--- src/hw/rtl/hbp_pkg.sv ---
// Shared constants, action codes and word types of the Huffman bit packer.
`default_nettype none

package hbp_pkg;

  // Table geometry
  localparam int unsigned SYMBOL_COUNT = 256;
  localparam int unsigned TBL_AW       = $clog2(SYMBOL_COUNT);
  localparam int unsigned SYM_W        = 8;

  // Code word and length fields
  localparam int unsigned CODE_W       = 32;
  localparam int unsigned LEN_W        = 6;
  localparam int unsigned MAX_CODE_LEN = 32;

  // Bit accumulator: up to seven carried bits plus one full code
  localparam int unsigned BYTE_W       = 8;
  localparam int unsigned PEND_W       = BYTE_W - 1;
  localparam int unsigned ACC_W        = MAX_CODE_LEN + PEND_W;
  localparam int unsigned CNT_W        = $clog2(ACC_W + 1);

  // Command queue between front and packer
  localparam int unsigned QUEUE_DEPTH  = 4;
  localparam int unsigned QPTR_W       = $clog2(QUEUE_DEPTH);

  // Action codes
  localparam logic [1:0] ACT_LOAD   = 2'd0;
  localparam logic [1:0] ACT_ENCODE = 2'd1;
  localparam logic [1:0] ACT_FLUSH  = 2'd2;

  typedef struct packed {
    logic [1:0]        action;
    logic [SYM_W-1:0]  symbol;
    logic [CODE_W-1:0] code_bits;
    logic [LEN_W-1:0]  code_len;
  } hbp_in_t;

  typedef struct packed {
    logic [BYTE_W-1:0] data_byte;
    logic              byte_valid;
    logic              is_last;
  } hbp_out_t;

  typedef struct packed {
    logic [CODE_W-1:0] code_bits;
    logic [LEN_W-1:0]  code_len;
  } hbp_entry_t;

  typedef struct packed {
    logic              flush;
    logic [CODE_W-1:0] code_bits;
    logic [LEN_W-1:0]  code_len;
  } hbp_cmd_t;

endpackage

`default_nettype wire

--- src/hw/rtl/hbp_packer.sv ---
// Back end: bit accumulator that packs codes MSB first and emits bytes.
`default_nettype none

module hbp_packer (
  input  wire logic              clk_i,
  input  wire logic              rst_ni,
  input  wire logic              cmd_valid_i,
  input  wire hbp_pkg::hbp_cmd_t cmd_i,
  output logic                   cmd_pop_o,
  output logic                   empty_o,
  input  wire logic              pop_i,
  output hbp_pkg::hbp_out_t      out_data_o
);

  localparam int unsigned AccW  = hbp_pkg::ACC_W;
  localparam int unsigned CntW  = hbp_pkg::CNT_W;
  localparam int unsigned PendW = hbp_pkg::PEND_W;
  localparam int unsigned ByteW = hbp_pkg::BYTE_W;
  localparam int unsigned CodeW = hbp_pkg::CODE_W;

  logic [AccW-1:0]   acc_q, acc_d;
  logic [CntW-1:0]   total_q, total_d;
  hbp_pkg::hbp_out_t out_q, out_d;
  logic              out_valid_q, out_valid_d;

  logic              out_rdy;
  logic              has_byte;
  logic [CntW-1:0]   rem_cnt;
  logic              rem_small;
  logic [PendW-1:0]  pend_mask;
  logic [PendW-1:0]  rem_bits;
  logic [CodeW-1:0]  word_mask;
  logic [CodeW-1:0]  word;
  logic [AccW-1:0]   comp_acc;
  logic [CntW-1:0]   comp_total;
  logic [CntW-1:0]   byte_shift;
  logic [ByteW-1:0]  emit_val;
  logic [CntW-1:0]   pad_shift;
  logic [ByteW-1:0]  flush_val;
  logic              emit_byte;
  logic              take_enc;
  logic              take_flush;

  // Carve the next byte off the top of the accumulator
  assign out_rdy    = !out_valid_q || pop_i;
  assign has_byte   = total_q >= CntW'(ByteW);
  assign byte_shift = total_q - CntW'(ByteW);
  assign emit_val   = ByteW'(acc_q >> byte_shift);
  assign rem_cnt    = has_byte ? byte_shift : total_q;
  assign rem_small  = rem_cnt < CntW'(ByteW);

  // Keep the leftover bits, append the masked code word
  assign pend_mask  = ~({PendW{1'b1}} << rem_cnt);
  assign rem_bits   = acc_q[PendW-1:0] & pend_mask;
  assign word_mask  = ~({CodeW{1'b1}} << cmd_i.code_len);
  assign word       = cmd_i.code_bits & word_mask;
  assign comp_acc   = (AccW'(rem_bits) << cmd_i.code_len) | AccW'(word);
  assign comp_total = rem_cnt + CntW'(cmd_i.code_len);

  // Pad the partial byte with zeros on flush
  assign pad_shift  = CntW'(ByteW) - total_q;
  assign flush_val  = ByteW'(rem_bits) << pad_shift;

  // Emit a byte, merge the next code into what remains, or flush
  assign emit_byte  = has_byte && out_rdy;
  assign take_enc   = cmd_valid_i && !cmd_i.flush && rem_small && (!has_byte || emit_byte);
  assign take_flush = cmd_valid_i && cmd_i.flush && !has_byte && out_rdy;
  assign cmd_pop_o  = take_enc || take_flush;

  always_comb begin
    acc_d       = acc_q;
    total_d     = total_q;
    out_d       = out_q;
    out_valid_d = out_valid_q && !pop_i;
    priority if (take_enc) begin
      acc_d   = comp_acc;
      total_d = comp_total;
    end else if (emit_byte) begin
      total_d = byte_shift;
    end else if (take_flush) begin
      total_d = '0;
    end
    priority if (emit_byte) begin
      out_d       = '{data_byte: emit_val, byte_valid: 1'b1, is_last: 1'b0};
      out_valid_d = 1'b1;
    end else if (take_flush) begin
      out_d       = '{data_byte: flush_val, byte_valid: total_q != '0, is_last: 1'b1};
      out_valid_d = 1'b1;
    end
  end

  always_ff @(posedge clk_i or negedge rst_ni) begin
    if (!rst_ni) begin
      acc_q       <= '0;
      total_q     <= '0;
      out_valid_q <= 1'b0;
    end else begin
      acc_q       <= acc_d;
      total_q     <= total_d;
      out_valid_q <= out_valid_d;
    end
  end

  // Output word register
  always_ff @(posedge clk_i) begin
    out_q <= out_d;
  end

  assign empty_o    = !out_valid_q;
  assign out_data_o = out_q;

  a_total_bound: assert property (@(posedge clk_i) disable iff (!rst_ni)
    total_q <= CntW'(AccW))
    else $error("bit count exceeds accumulator");

  a_flush_clears: assert property (@(posedge clk_i) disable iff (!rst_ni)
    take_flush |=> (total_q == '0 && out_valid_q && out_q.is_last))
    else $error("flush did not clear pending bits");

  a_single_action: assert property (@(posedge clk_i) disable iff (!rst_ni)
    !(take_flush && (emit_byte || take_enc)))
    else $error("flush overlapped another packer action");

endmodule

`default_nettype wire

--- config.mk ---
export PLATFORM = sky130hd
export DESIGN_NAME = hbp_packer
export DESIGN_NICKNAME = d
export VERILOG_FILES = /design/src/hw/rtl/hbp_pkg.sv /design/src/hw/rtl/hbp_packer.sv
export SDC_FILE = /design/constraint.sdc
export NUM_CORES = 1
export LEC_CHECK = 0
export ABC_AREA = 0
export BUFFER_PORTS_ARGS = -buffer_cell sky130_fd_sc_hd__buf_4
export CORE_UTILIZATION = 40
export CTS_BUF_LIST = sky130_fd_sc_hd__clkbuf_16
export CTS_CLUSTER_SIZE = 8
export DETAILED_ROUTE_END_ITERATION = 10
export PLACE_DENSITY = 0.58
export SLEW_MARGIN = 15
export SYNTH_ARGS = -nofsm -noshare
export SYNTH_HDL_FRONTEND = slang
export SYNTH_SLANG_ARGS = --single-unit
--- constraint.sdc ---
create_clock -name clk_i -period 2.8 [get_ports clk_i]
set_clock_uncertainty 0.05 [all_clocks]
set_input_delay 0.56 -clock clk_i [delete_from_list [all_inputs] [get_ports clk_i]]
set_output_delay 0.56 -clock clk_i [all_outputs]
set_load 0.05 [all_outputs]
==> Implementation_results.wiki <==
{| class="wikitable"
! Metric !! Value
|-
| Utilization after layout || 48.4%
|-
| Status || finished clean
|-
| Maximum vdd ir drop || 0.000372 V
|-
| Ys async rst share || ~80%
|-
| Total nets after synthesis || slightly below 700
|-
| Clock latency at the later pin of the worst-skew pair || 0.32 ns
|-
| Die height || 121 microns
|-
| N_diodes || 0
|-
| Power density over the cells || 1160 mW/mm^2
|-
| Half-perimeter wire length after placement || 15600 microns
|-
| Pin slew with the least headroom to its limit || 1.08 ns
|-
| Antenna violations before repair || 1
|-
| Number of endpoints failing setup at the final stage || 0
|-
| Quantity of I/O buffers inserted on ports || 54
|-
| Count of pins on the block boundary || 55
|-
| Pre-CTS setup slack || around 0.12 ns
|-
| Area delta synth->final || 18.4%
|-
| Synthesized instance count || 632
|-
| Cell area reported after detailed placement || 0.00652 sq mm
|-
| Number of DRC markers after the initial detailed-route iteration || approximately 600
|-
| Total of max-cap violations || 0
|-
| Chip width || approximately 120 microns
|-
| Setup TNS || 0 ns
|-
| Worst slew margin || 27.5%
|-
| RSZ-0062 raised after global routing || yes
|-
| Number of nets with antenna violations after detailed routing || 0
|-
| Number of sinks on the clock net || 56
|-
| Largest net degree at the start of global routing || 51
|-
| Reported leakage power || 2.67 nW
|-
| Hold crit path type || in -> async
|-
| Post-layout minimum cycle time || 2.76 ns
|-
| Yosys warning count || 0
|-
| Remaining global-route overflow || 0
|-
| Routed wire length || 20200 microns
|-
| Mean routed wirelength per cell || 23.0 microns
|-
| Via density per instance || about 6.5
|-
| CTS max path bufs || 2
|-
| Most frequent standard cell in the layout excluding fill and tap cells || buf_4
|-
| Core area || 0.0139 sq mm
|-
| Starting Density || about two fifths
|-
| Layout Cell Area excl Fill || 0.00672 sq mm
|-
| Clk pin slew, worst setup/hold paths || around 0.08 ns
|-
| Number of clock buffers inserted by TritonCTS || 5
|-
| Mean instance size in the synthesized netlist || 8.98 sq um
|-
| Critical Path Max Stage Delay || between 0.4 and 0.5 ns
|-
| Highest-count cells in the layout ignoring fill and taps || buf_4 (111), nand2_1 (74), nor2_1 (52)
|-
| Fraction of synthesized cell area taken by the top area cell type || 20.3%
|-
| Number of hold violations in the final report || 0
|-
| Number of H-tree levels || 2
|-
| GRT Overall Usage || 28.8%
|-
| Number of instances in the placed design || 869
|-
| Synth unique cells || 81
|-
| Total Die Area || 0.0147 sq mm
|-
| First-pass GRT wire length || 31600 microns
|-
| Count of flip-flops with a built-in enable after synthesis || 8
|-
| Residual DRC || 0
|-
| Required time worst endpoint || approximately 2.2 ns
|-
| Filler Cell Count || 1350
|-
| Nets@finish || 752
|-
| DR pass1 iterations || 7
|-
| Share of final-layout standard cells stronger than drive strength 1 || 29.9%
|-
| Standard cell with the maximum stage delay on the critical path || or3b_4
|-
| Most area-consuming cells after synthesis || dfrtp_1 (20%), mux4_2 (19%), nand2_1 (5.0%)
|-
| Routed via count || about 5.7k
|-
| Top achievable clock speed || 362 MHz
|-
| Share of the cycle needed by the critical path after routing || 98.6%
|-
| Mapped Area || 0.00567 sq mm
|-
| Number of register bits inferred by synthesis || 56
|-
| Share of synthesized area occupied by flip-flops and latches || 25.2%
|-
| Cell type with the largest total area after synthesis || dfrtp_1
|-
| Worst path setup slack after routing || around 0.039 ns
|-
| Number of global-route vias before repair || 5382
|-
| Filler-free cell count of the finished design || between 800 and 900
|-
| Root Buffer || clkbuf_16
|-
| Number of cell rows || 43
|-
| RePlAce Congestion || 0.947
|-
| Overall Power || 7.79 mW
|-
| WHS || between 0.15 and 0.2 ns
|-
| Clock tree from TritonCTS || yes
|-
| Crit path DAT || 2.15 ns
|-
| Sort of element at the start of the critical path || flip-flop
|-
| Crit-path max FO || 4
|-
| Number of slew-limit violations in the final report || 0
|-
| Series of cell instances along the critical path || clkinv_4 > ha_4 > xor2_1 > o31a_2 > or3b_4 > nand2_4 > buf_8
|-
| Primary FF master, synth || dfrtp_1
|-
| Buf+Inv Stages, Crit Path || 2
|-
| Crit. End Element || output pin
|-
| Cell family contributing the most delay on the critical path || simple AND/OR/NAND/NOR gates
|-
| Type of the setup path with the least slack || reg -> out
|}
-- flip-flops by register name (all words and copies together), names as in the netlist --
register / count
out_valid_q: 1
acc_q: 39
out_data_o: 10
total_q: 6
-- area by class of cell --
type,count,area [sq um],area share (%)
Sequential cell,56,1430,21.3
Inverter,15,61.3,0.913
Timing Repair Buffer,114,888,13.2
Tap cell,180,225,3.35
Clock inverter,3,28.8,0.428
Multi-Input combinational cell,507,3960,58.9
Clock buffer,5,125,1.86
-- cell usage after synthesis, types with 5 or more instances --
master and count:
xnor2_1 5, nor3_1 15, nand3_1 33, ha_1 9, and3_1 6, nor2_1 53, a22oi_1 5, edfxtp_1 8
o211ai_1 7, o21ai_0 45, buf_1 7, dfrtp_1 46, a221o_1 5, mux2i_1 16, buf_6 5, o31ai_1 5
a211oi_1 8, o22ai_1 7, nand2_1 76, buf_2 22, inv_1 12, clkbuf_1 17, a21oi_1 43, nor2b_1 11
a31oi_1 9, mux4_2 49, mux2_2 8
-- routing by layer --
metal  wire length (microns)  GRT usage (%)
met5                       0              0
met1                    8440           39.4
met4                     718           11.1
met2                    9520           46.0
met3                    1540           4.04
-- what timing repair did --
item | 4_1_cts | 5_1_grt
setup buffers | 3 | 0
endpoints found under the setup margin | 1 | 10
hold buffers | 0 | 0
resized for setup | 4 | 3
pin swaps | 3 | 1
-- where the power goes --
| group | internal (mW) | switching [mW] |
|---|---|---|
| Clock | 0.347 | 0.368 |
| Combinational | 2.54 | 2.72 |
| Sequential | 1.18 | 0.634 |
| Total | 4.06 | 3.72 |
-- logic make-up after synthesis --
group / count (synthesis) / share of synthesized area (%)
xor gates and xnor gates: 9 / 1.52
buffers and inverters: 69 / 5.87
DFF: 56 / 25.2
muxes: 73 / 23.9
and+or+nand+nor: 222 / 18.5
adders and majority gates: 10 / 2.34
AOI/OAI and AO/OA: 193 / 22.7
-- final timing paths --
| kind | to | startpoint | depth (start not counted) | slack [ns] |
|---|---|---|---|---|
| max in group asynchronous | total_q[0] | rst_ni | 1 | 2.05 |
| max | cmd_pop_o | total_q[3] | 7 | 0.04 |
| max reg2reg | out_data_o[8] | total_q[4] | 10 | 0.13 |
| min | acc_q[3] | rst_ni | 1 | 0.20 |
| min in group clk_i | out_data_o[0] | out_data_o[0] | 2 | 0.40 |
| min reg2reg | out_data_o[0] | out_data_o[0] | 2 | 0.40 |
-- worst reg2reg max path, stage by stage (launching register included) --
cell       delay, ns
dfrtp_1         0.39
inv_2           0.12
ha_4            0.22
buf_4           0.16
and4bb_2        0.22
a22oi_2         0.27
buf_4           0.21
nand3_1         0.16
a2bb2oi_1       0.20
a2111o_1        0.46
nand3_1         0.08
No activity file was read; power rests on OpenSTA's default activity.
