**src/hw/rtl/hbp_pkg.sv**
```systemverilog
// Shared constants, action codes and word types of the Huffman bit packer.
`default_nettype none

package hbp_pkg;

  // Table geometry
  localparam int unsigned SYMBOL_COUNT = 256;
  localparam int unsigned TBL_AW       = $clog2(SYMBOL_COUNT);
  localparam int unsigned SYM_W        = 8;

  // Code word and length fields
  localparam int unsigned CODE_W       = 32;
  localparam int unsigned LEN_W        = 6;
  localparam int unsigned MAX_CODE_LEN = 32;

  // Bit accumulator: up to seven carried bits plus one full code
  localparam int unsigned BYTE_W       = 8;
  localparam int unsigned PEND_W       = BYTE_W - 1;
  localparam int unsigned ACC_W        = MAX_CODE_LEN + PEND_W;
  localparam int unsigned CNT_W        = $clog2(ACC_W + 1);

  // Command queue between front and packer
  localparam int unsigned QUEUE_DEPTH  = 4;
  localparam int unsigned QPTR_W       = $clog2(QUEUE_DEPTH);

  // Action codes
  localparam logic [1:0] ACT_LOAD   = 2'd0;
  localparam logic [1:0] ACT_ENCODE = 2'd1;
  localparam logic [1:0] ACT_FLUSH  = 2'd2;

  typedef struct packed {
    logic [1:0]        action;
    logic [SYM_W-1:0]  symbol;
    logic [CODE_W-1:0] code_bits;
    logic [LEN_W-1:0]  code_len;
  } hbp_in_t;

  typedef struct packed {
    logic [BYTE_W-1:0] data_byte;
    logic              byte_valid;
    logic              is_last;
  } hbp_out_t;

  typedef struct packed {
    logic [CODE_W-1:0] code_bits;
    logic [LEN_W-1:0]  code_len;
  } hbp_entry_t;

  typedef struct packed {
    logic              flush;
    logic [CODE_W-1:0] code_bits;
    logic [LEN_W-1:0]  code_len;
  } hbp_cmd_t;

endpackage

`default_nettype wire

```
**src/hw/rtl/hbp_queue.sv**
```systemverilog
// Short command queue between the front end and the bit packer.
`default_nettype none

module hbp_queue (
  input  wire logic              clk_i,
  input  wire logic              rst_ni,
  input  wire logic              push_i,
  output logic                   full_o,
  input  wire hbp_pkg::hbp_cmd_t wdata_i,
  input  wire logic              pop_i,
  output logic                   empty_o,
  output hbp_pkg::hbp_cmd_t      rdata_o
);

  localparam int unsigned Depth = hbp_pkg::QUEUE_DEPTH;
  localparam int unsigned PtrW  = hbp_pkg::QPTR_W;

  hbp_pkg::hbp_cmd_t slot_q [Depth];

  logic [PtrW-1:0] wr_ptr_q, wr_ptr_d;
  logic [PtrW-1:0] rd_ptr_q, rd_ptr_d;
  logic [PtrW:0]   count_q, count_d;
  logic            do_push;
  logic            do_pop;

  assign full_o  = count_q == (PtrW + 1)'(Depth);
  assign empty_o = count_q == '0;
  assign do_push = push_i && !full_o;
  assign do_pop  = pop_i && !empty_o;
  assign rdata_o = slot_q[rd_ptr_q];

  // Store the incoming command
  always_ff @(posedge clk_i) begin
    if (do_push) begin
      slot_q[wr_ptr_q] <= wdata_i;
    end
  end

  // Advance pointers and occupancy
  always_comb begin
    wr_ptr_d = wr_ptr_q;
    rd_ptr_d = rd_ptr_q;
    count_d  = count_q;
    if (do_push) begin
      wr_ptr_d = (wr_ptr_q == PtrW'(Depth - 1)) ? '0 : wr_ptr_q + 1'b1;
    end
    if (do_pop) begin
      rd_ptr_d = (rd_ptr_q == PtrW'(Depth - 1)) ? '0 : rd_ptr_q + 1'b1;
    end
    if (do_push && !do_pop) begin
      count_d = count_q + 1'b1;
    end else if (do_pop && !do_push) begin
      count_d = count_q - 1'b1;
    end
  end

  always_ff @(posedge clk_i or negedge rst_ni) begin
    if (!rst_ni) begin
      wr_ptr_q <= '0;
      rd_ptr_q <= '0;
      count_q  <= '0;
    end else begin
      wr_ptr_q <= wr_ptr_d;
      rd_ptr_q <= rd_ptr_d;
      count_q  <= count_d;
    end
  end

  a_count_bound: assert property (@(posedge clk_i) disable iff (!rst_ni)
    count_q <= (PtrW + 1)'(Depth))
    else $error("queue occupancy out of range");

  a_no_underflow: assert property (@(posedge clk_i) disable iff (!rst_ni)
    pop_i |-> !empty_o)
    else $error("pop from empty command queue");

endmodule

`default_nettype wire

```
**config.mk**
```make
export PLATFORM = sky130hd
export DESIGN_NAME = hbp_queue
export DESIGN_NICKNAME = d
export VERILOG_FILES = /design/src/hw/rtl/hbp_pkg.sv /design/src/hw/rtl/hbp_queue.sv
export SDC_FILE = /design/constraint.sdc
export NUM_CORES = 1
export LEC_CHECK = 0
export BUFFER_PORTS_ARGS = -buffer_cell sky130_fd_sc_hd__buf_2
export CAP_MARGIN = 20
export CORE_ASPECT_RATIO = 0.6
export CORE_UTILIZATION = 39
export CTS_CLUSTER_DIAMETER = 80
export DETAILED_ROUTE_END_ITERATION = 8
export SETUP_SLACK_MARGIN = 0.02
export SYNTH_ARGS = -nofsm -noshare
export SYNTH_HDL_FRONTEND = slang
export SYNTH_SLANG_ARGS = --single-unit
```
**constraint.sdc**
```tcl
create_clock -name clk_i -period 3.1 [get_ports clk_i]
set_input_delay 0.465 -clock clk_i [delete_from_list [all_inputs] [get_ports clk_i]]
set_output_delay 0.465 -clock clk_i [all_outputs]
set_load 0.02 [all_outputs]
```
==> reports/metrics.cfg, run 1 <==
[run_status]
status=completed

[critical_path]
cp-start-kind=flop
path_class=reg -> out
crit_arrival_ns=2.19
r2r_setup_slack_ns=0.93
crit_required_ns=2.63
crit_fanout=22
end_kind=output pin

[sta]
setup-tns-final_ns=0
hold_ws_ns=0.2667
finalClockSkew_ns=0.01005
worst_slew_pin_slew_ns=1.087
rsz0062_at_grt=false
slew_violations=0
fin_crit_ns=2.656
hold_viol_final=0
finalCritPeriodShare=0.8567
maxSlewHeadroom=0.2753
setup_viol=0
fmax_mhz=376.5

[logic_synthesis]
syn_area_um2=6095
synthCells=241
yosysWarnings=0
avgSynthCellArea_um2=25.29
synth_top_area_share=0.7686
yosys.area.top_type=edfxtp_1
ys.flop_type=edfxtp_1
synthTopCellsByArea=edfxtp_1 77%, mux4_2 14%, dfrtp_1 2.9%
synth-seq-cells=163
yosysSeqAreaShare=0.7974
ys_async_sr_fraction=0.04294
synth_edf_count=156
yosysUniqueCellTypes=21
syn_nets=291
synthTopCellsByCount=156 x edfxtp_1, 39 x mux4_2, 7 x dfrtp_1
yosysMostFrequentCell=edfxtp_1

[global_routing]
grt_pass1_wl_um=16870
grt_pass1_vias=2905
antenna_found_initial=3
overflow=0
groute.usage.overall=0.1471
grt_max_degree=42

[die]
rows=34
fp.dieH_um=98.83
initial_utilization=0.4093
die_x_um=163.4
pin_count=84
core_area_um2=14890
dieArea_um2=16150

[min_path]
min_path_type=in -> reg

[pwr]
p_leak_nw=2.537
max-vdd-ir-drop_uv=479.5
power_w=0.007373
power.density_nw_per_um2=1002

[clock_network]
cts_buffer_depth=2
clkTransAtPathRegs_ns=0.07
cts_htree_levels=4
clock-root-buffer=clkbuf_16
cts.repair.resized=0
clock_latency_ns=0.41
cts.sinks=163
tritoncts=built
cts_made_buffers=17

[place]
io_buffers=83
placedCellCount=518
place_congestion=0.6787
dp_hpwl_um=6515

[run]
cap_violations=0

[layout]
final-instance-count-excl-fill=552
nFillCells=1228
areaGrowthSynthToFinish_pct=20.69
drive_gt1_frac=0.4759
final_net_count=390

[detailed_routing]
drt_pre_antenna_iters=4
vias_per_cell=4.951
vias=2733
drt_iter0_drc=162
detail_route.wirelength_um=10930
ant_nets=0
drc=0
wl_per_cell_um=19.80

sequential cells by signal (all words and copies together) (netlist names):
| signal | flops |
|---|---|
| wr_ptr_q | 2 |
| count_q | 3 |
| rd_ptr_q | 2 |
| slot_q | 156 |
per-stage QoR:
stage | utilization | instance area (um^2) | setup WS, ns
detailed placement | 0.4558 | 6787 | 0.8545
global route | 0.4939 | 7353 | 0.3237
floorplan | - | 6095 | 0.3835
CTS | 0.4939 | 7353 | 0.3886
global placement | 0.4558 | 6787 | 0.8584
finish | 0.4940 | 7356 | 0.4441
per-layer routing:
metal | GRT usage | wire (um)
met1 | 0.2075 | 5189
met3 | 0.05387 | 824
met2 | 0.2141 | 4845
met4 | 0.04313 | 48
met5 | 0 | 23
critical path, stage by stage, from the launching register on:
cell	delay, ns
dfrtp_4	0.71
buf_12	0.27
mux4_2	0.58
buf_2	0.19
layout by cell type, fill, tap and decap left out, types with 2 or more instances in the layout:
master and n:
clkinv_4 3, clkbuf_16 17, mux4_2 39, xor2_1 2, ha_1 6, nor3_1 2
and2_2 3, clkinv_2 2, inv_1 3, edfxtp_1 156, mux2_4 2, nor2_1 2
inv_6 4, clkinv_1 2, buf_12 4, dfrtp_1 5, buf_2 83, mux2_1 2
clkinvlp_4 3
path summary, 6_finish.rpt:
check | startpoint | endpoint | depth (start not counted)
worst max-delay path | rd_ptr_q[0] | rdata_o[0] | 3
worst min-delay path | wdata_i[7] | slot_q[0][7] | 1
worst max register to register | count_q[0] | count_q[2] | 7
worst min register to register | count_q[2] | count_q[2] | 1
max in group asynchronous | rst_ni | rd_ptr_q[0] | 2
min in group asynchronous | rst_ni | wr_ptr_q[0] | 2
layout make-up:
cell class              instances  area (um^2)  share of cell area
diodes                          1        2.502           0.0003402
clock buffers                  17        425.4             0.05783
clock inverters                15        131.4             0.01786
inverters                       3        11.26            0.001531
multi-input cells              66         1160              0.1577
flip-flops and latches        163         4865              0.6613
well taps                     198        247.7             0.03368
repair buffers                 89        513.0             0.06974
logic make-up after synthesis:
group                    share of synthesized area
buffers and inverters                      0.01416
AO/OA/AOI/OAI                             0.003285
XOR/XNOR                                  0.004312
adder cells (fa/ha/maj)                    0.01560
AND/OR/NAND/NOR                            0.01252
multiplexers                                0.1527
flip-flops                                  0.7974
repair_timing:
action | 4_1_cts | 5_1_grt
hold buffers | 1 | 0
buffers inserted | 0 | 0
setup endpoints to repair | 0 | 0
endpoints found under the hold margin | 7 | 0
power breakdown:
group / internal, W / switching, W
Combinational: 0.000972 / 0.00119
Clock: 0.00111 / 0.000854
Sequential: 0.00292 / 0.000334
No activity file was read; power rests on OpenSTA's default activity.
==> inputs of run 2 (changes only) <==
Settings changed: GPL_TIMING_DRIVEN from default to 0.
==> run 2 against run 1 <==
Net effect: critical path depth unchanged; non-clock buffer count increased by 8; cell count is 1.1% higher; sequential share of layout area down 0.81 points; core utilization increased by 0.56 points.
==> reports/metrics.cfg, run 2 (synthesis results as in run 1) <==
[run_status]
status=completed

[critical_path]
cp-start-kind=flop
crit_required_ns=2.63
path_class=reg -> out
r2r_cells=7
endpoint=rdata_o[12]
setup.worst_path.start=rd_ptr_q[1]
crit_fanout=10
end_kind=output pin
crit_arrival_ns=1.96
reg2reg_to=count_q[2]
r2r_setup_slack_ns=0.98
r2r_start=count_q[0]

[clock_network]
clock_latency_ns=0.42
clkTransAtPathRegs_ns=0.07
cts.sinks=163
tritoncts=built
cts_setup_buffers=0
cts_htree_levels=4
clock-root-buffer=clkbuf_16
cts_made_buffers=17
cts.repair.resized=0
cts_buffer_depth=2

[pwr]
clkPwrFrac=0.274
p_switching_w=0.002364
power.density_nw_per_um2=1007
pwr-share-comb=0.318
internal_power_w=0.005129
power_w=0.007493
pwr-share-seq=0.408
max-vdd-ir-drop_uv=435.9
switching_share=0.3154
p_leak_nw=2.589

[layout]
most-common-layout-cells=156 x edfxtp_1, 86 x buf_2, 39 x mux4_2, 17 x clkbuf_16, 7 x dfrtp_1
drive_gt1_frac=0.4778
multi_input_area_um2=1160
fin_area_um2=7440
ff_latch_area_um2=4860
final-instance-count-excl-fill=558
areaGrowthSynthToFinish_pct=22.07
nFillCells=1221
regMostFlops=slot_q
diodes=0
top_regs=slot_q (156), count_q (3)
final_net_count=398
largest_reg_flops=156
mostFrequentLayoutCell=edfxtp_1

[sta]
setup_viol=0
fin_crit_ns=2.427
slew_violations=0
hold_viol_final=0
finalClockSkew_ns=0.007772
maxSlewHeadroom=0.5775
worst_slack_ns=0.6734
rsz0062_at_grt=false
fmax_mhz=412.1
worst_slew_pin_slew_ns=0.6337
finalCritPeriodShare=0.7828

[global_routing]
use_met3=0.05934
overflow=0
antenna_found_initial=2
grt-busiest-layer=met2
met1_usage=0.1988
grt_pass1_wl_um=16690
grt_util_met2=0.2151
groute.usage.overall=0.1455
grt_pass1_vias=2921
grt_max_degree=25

[run]
cap_violations=0

[detailed_routing]
drc=0
wl_per_cell_um=19.11
ant_nets=0
detail_route.wirelength_um=10660
vias_per_cell=4.903
drt_pre_antenna_iters=4
drt_iter0_drc=137
vias=2736

[die]
fp.dieH_um=98.83
rows=34
core_area_um2=14890
pin_count=84
die_x_um=163.4
initial_utilization=0.4093
dieArea_um2=16150

[place]
dp_hpwl_um=6606
placedCellCount=526
dpl-instance-area_um2=6849
io_buffers=83
place_ws_ns=0.9539
place_congestion=0.6939

[min_path]
hold_start=wdata_i[2]
min_path_type=in -> reg

[run 2: cell types whose count changed in the layout (fill, tap and decap cells not counted), sizes merged]
cell / delta
buf: +8
bufinv: +1
clkinv: -1
clkinvlp: -1
diode: -1
[run 2: per-stage QoR]
step           TNS (ns)  utilization  hold slack (ns)
6_report              0       0.4997           0.2631
5_1_grt               0       0.4997           0.2465
4_1_cts               0       0.4997           0.2487
3_5_place_dp          0       0.4600           0.3027
3_3_place_gp     -36.55       0.4539           0.3008
2_1_floorplan         0            -           0.1694
[run 2: power groups by stage]
stage,Sequential [W],Combinational (W),Clock [W]
floorplan,0.00308,0.00167,0
global placement,0.00312,0.00234,0
detailed placement,0.00311,0.00245,0
CTS,0.00306,0.00245,0.00210
global route,0.00310,0.00258,0.00219
finish,0.00306,0.00238,0.00205
[run 2: what timing repair did]
item | 4_1_cts | 5_1_grt
setup endpoints to repair | 0 | 0
hold buffers | 1 | 0
hold endpoints to repair | 7 | 0
[run 2: worst min-delay path by stage]
stage                   end  slack [ns]  cells past startpoint
5_1_grt        slot_q[2][2]        0.25                      1
4_1_cts        slot_q[3][2]        0.25                      1
3_3_place_gp     count_q[1]        0.30                      1
6_report       slot_q[2][2]        0.26                      1
2_1_floorplan    count_q[0]        0.17                      0
3_5_place_dp     count_q[1]        0.30                      1
[run 2: cell type report]
type / count / area share
tap: 198 / 0.03330
timing repair buffer: 88 / 0.06794
clock buffer: 17 / 0.05718
buffer: 9 / 0.01009
inverter: 3 / 0.001514
sequential: 163 / 0.6532
clock inverter: 14 / 0.02085
multi-input combinational: 66 / 0.1559
[run 2: critical path: stages (launching register included)]
cell	delay, ns
dfrtp_1	0.41
buf_1	0.51
mux4_2	0.44
buf_2	0.18
[run 2: metal layers]
metal  vias to the layer above  wire length (um)
met4                         4                67
met2                        78              4888
met5                         -                28
met3                        11               761
met1                      1409              4916
li1                       1234                 -
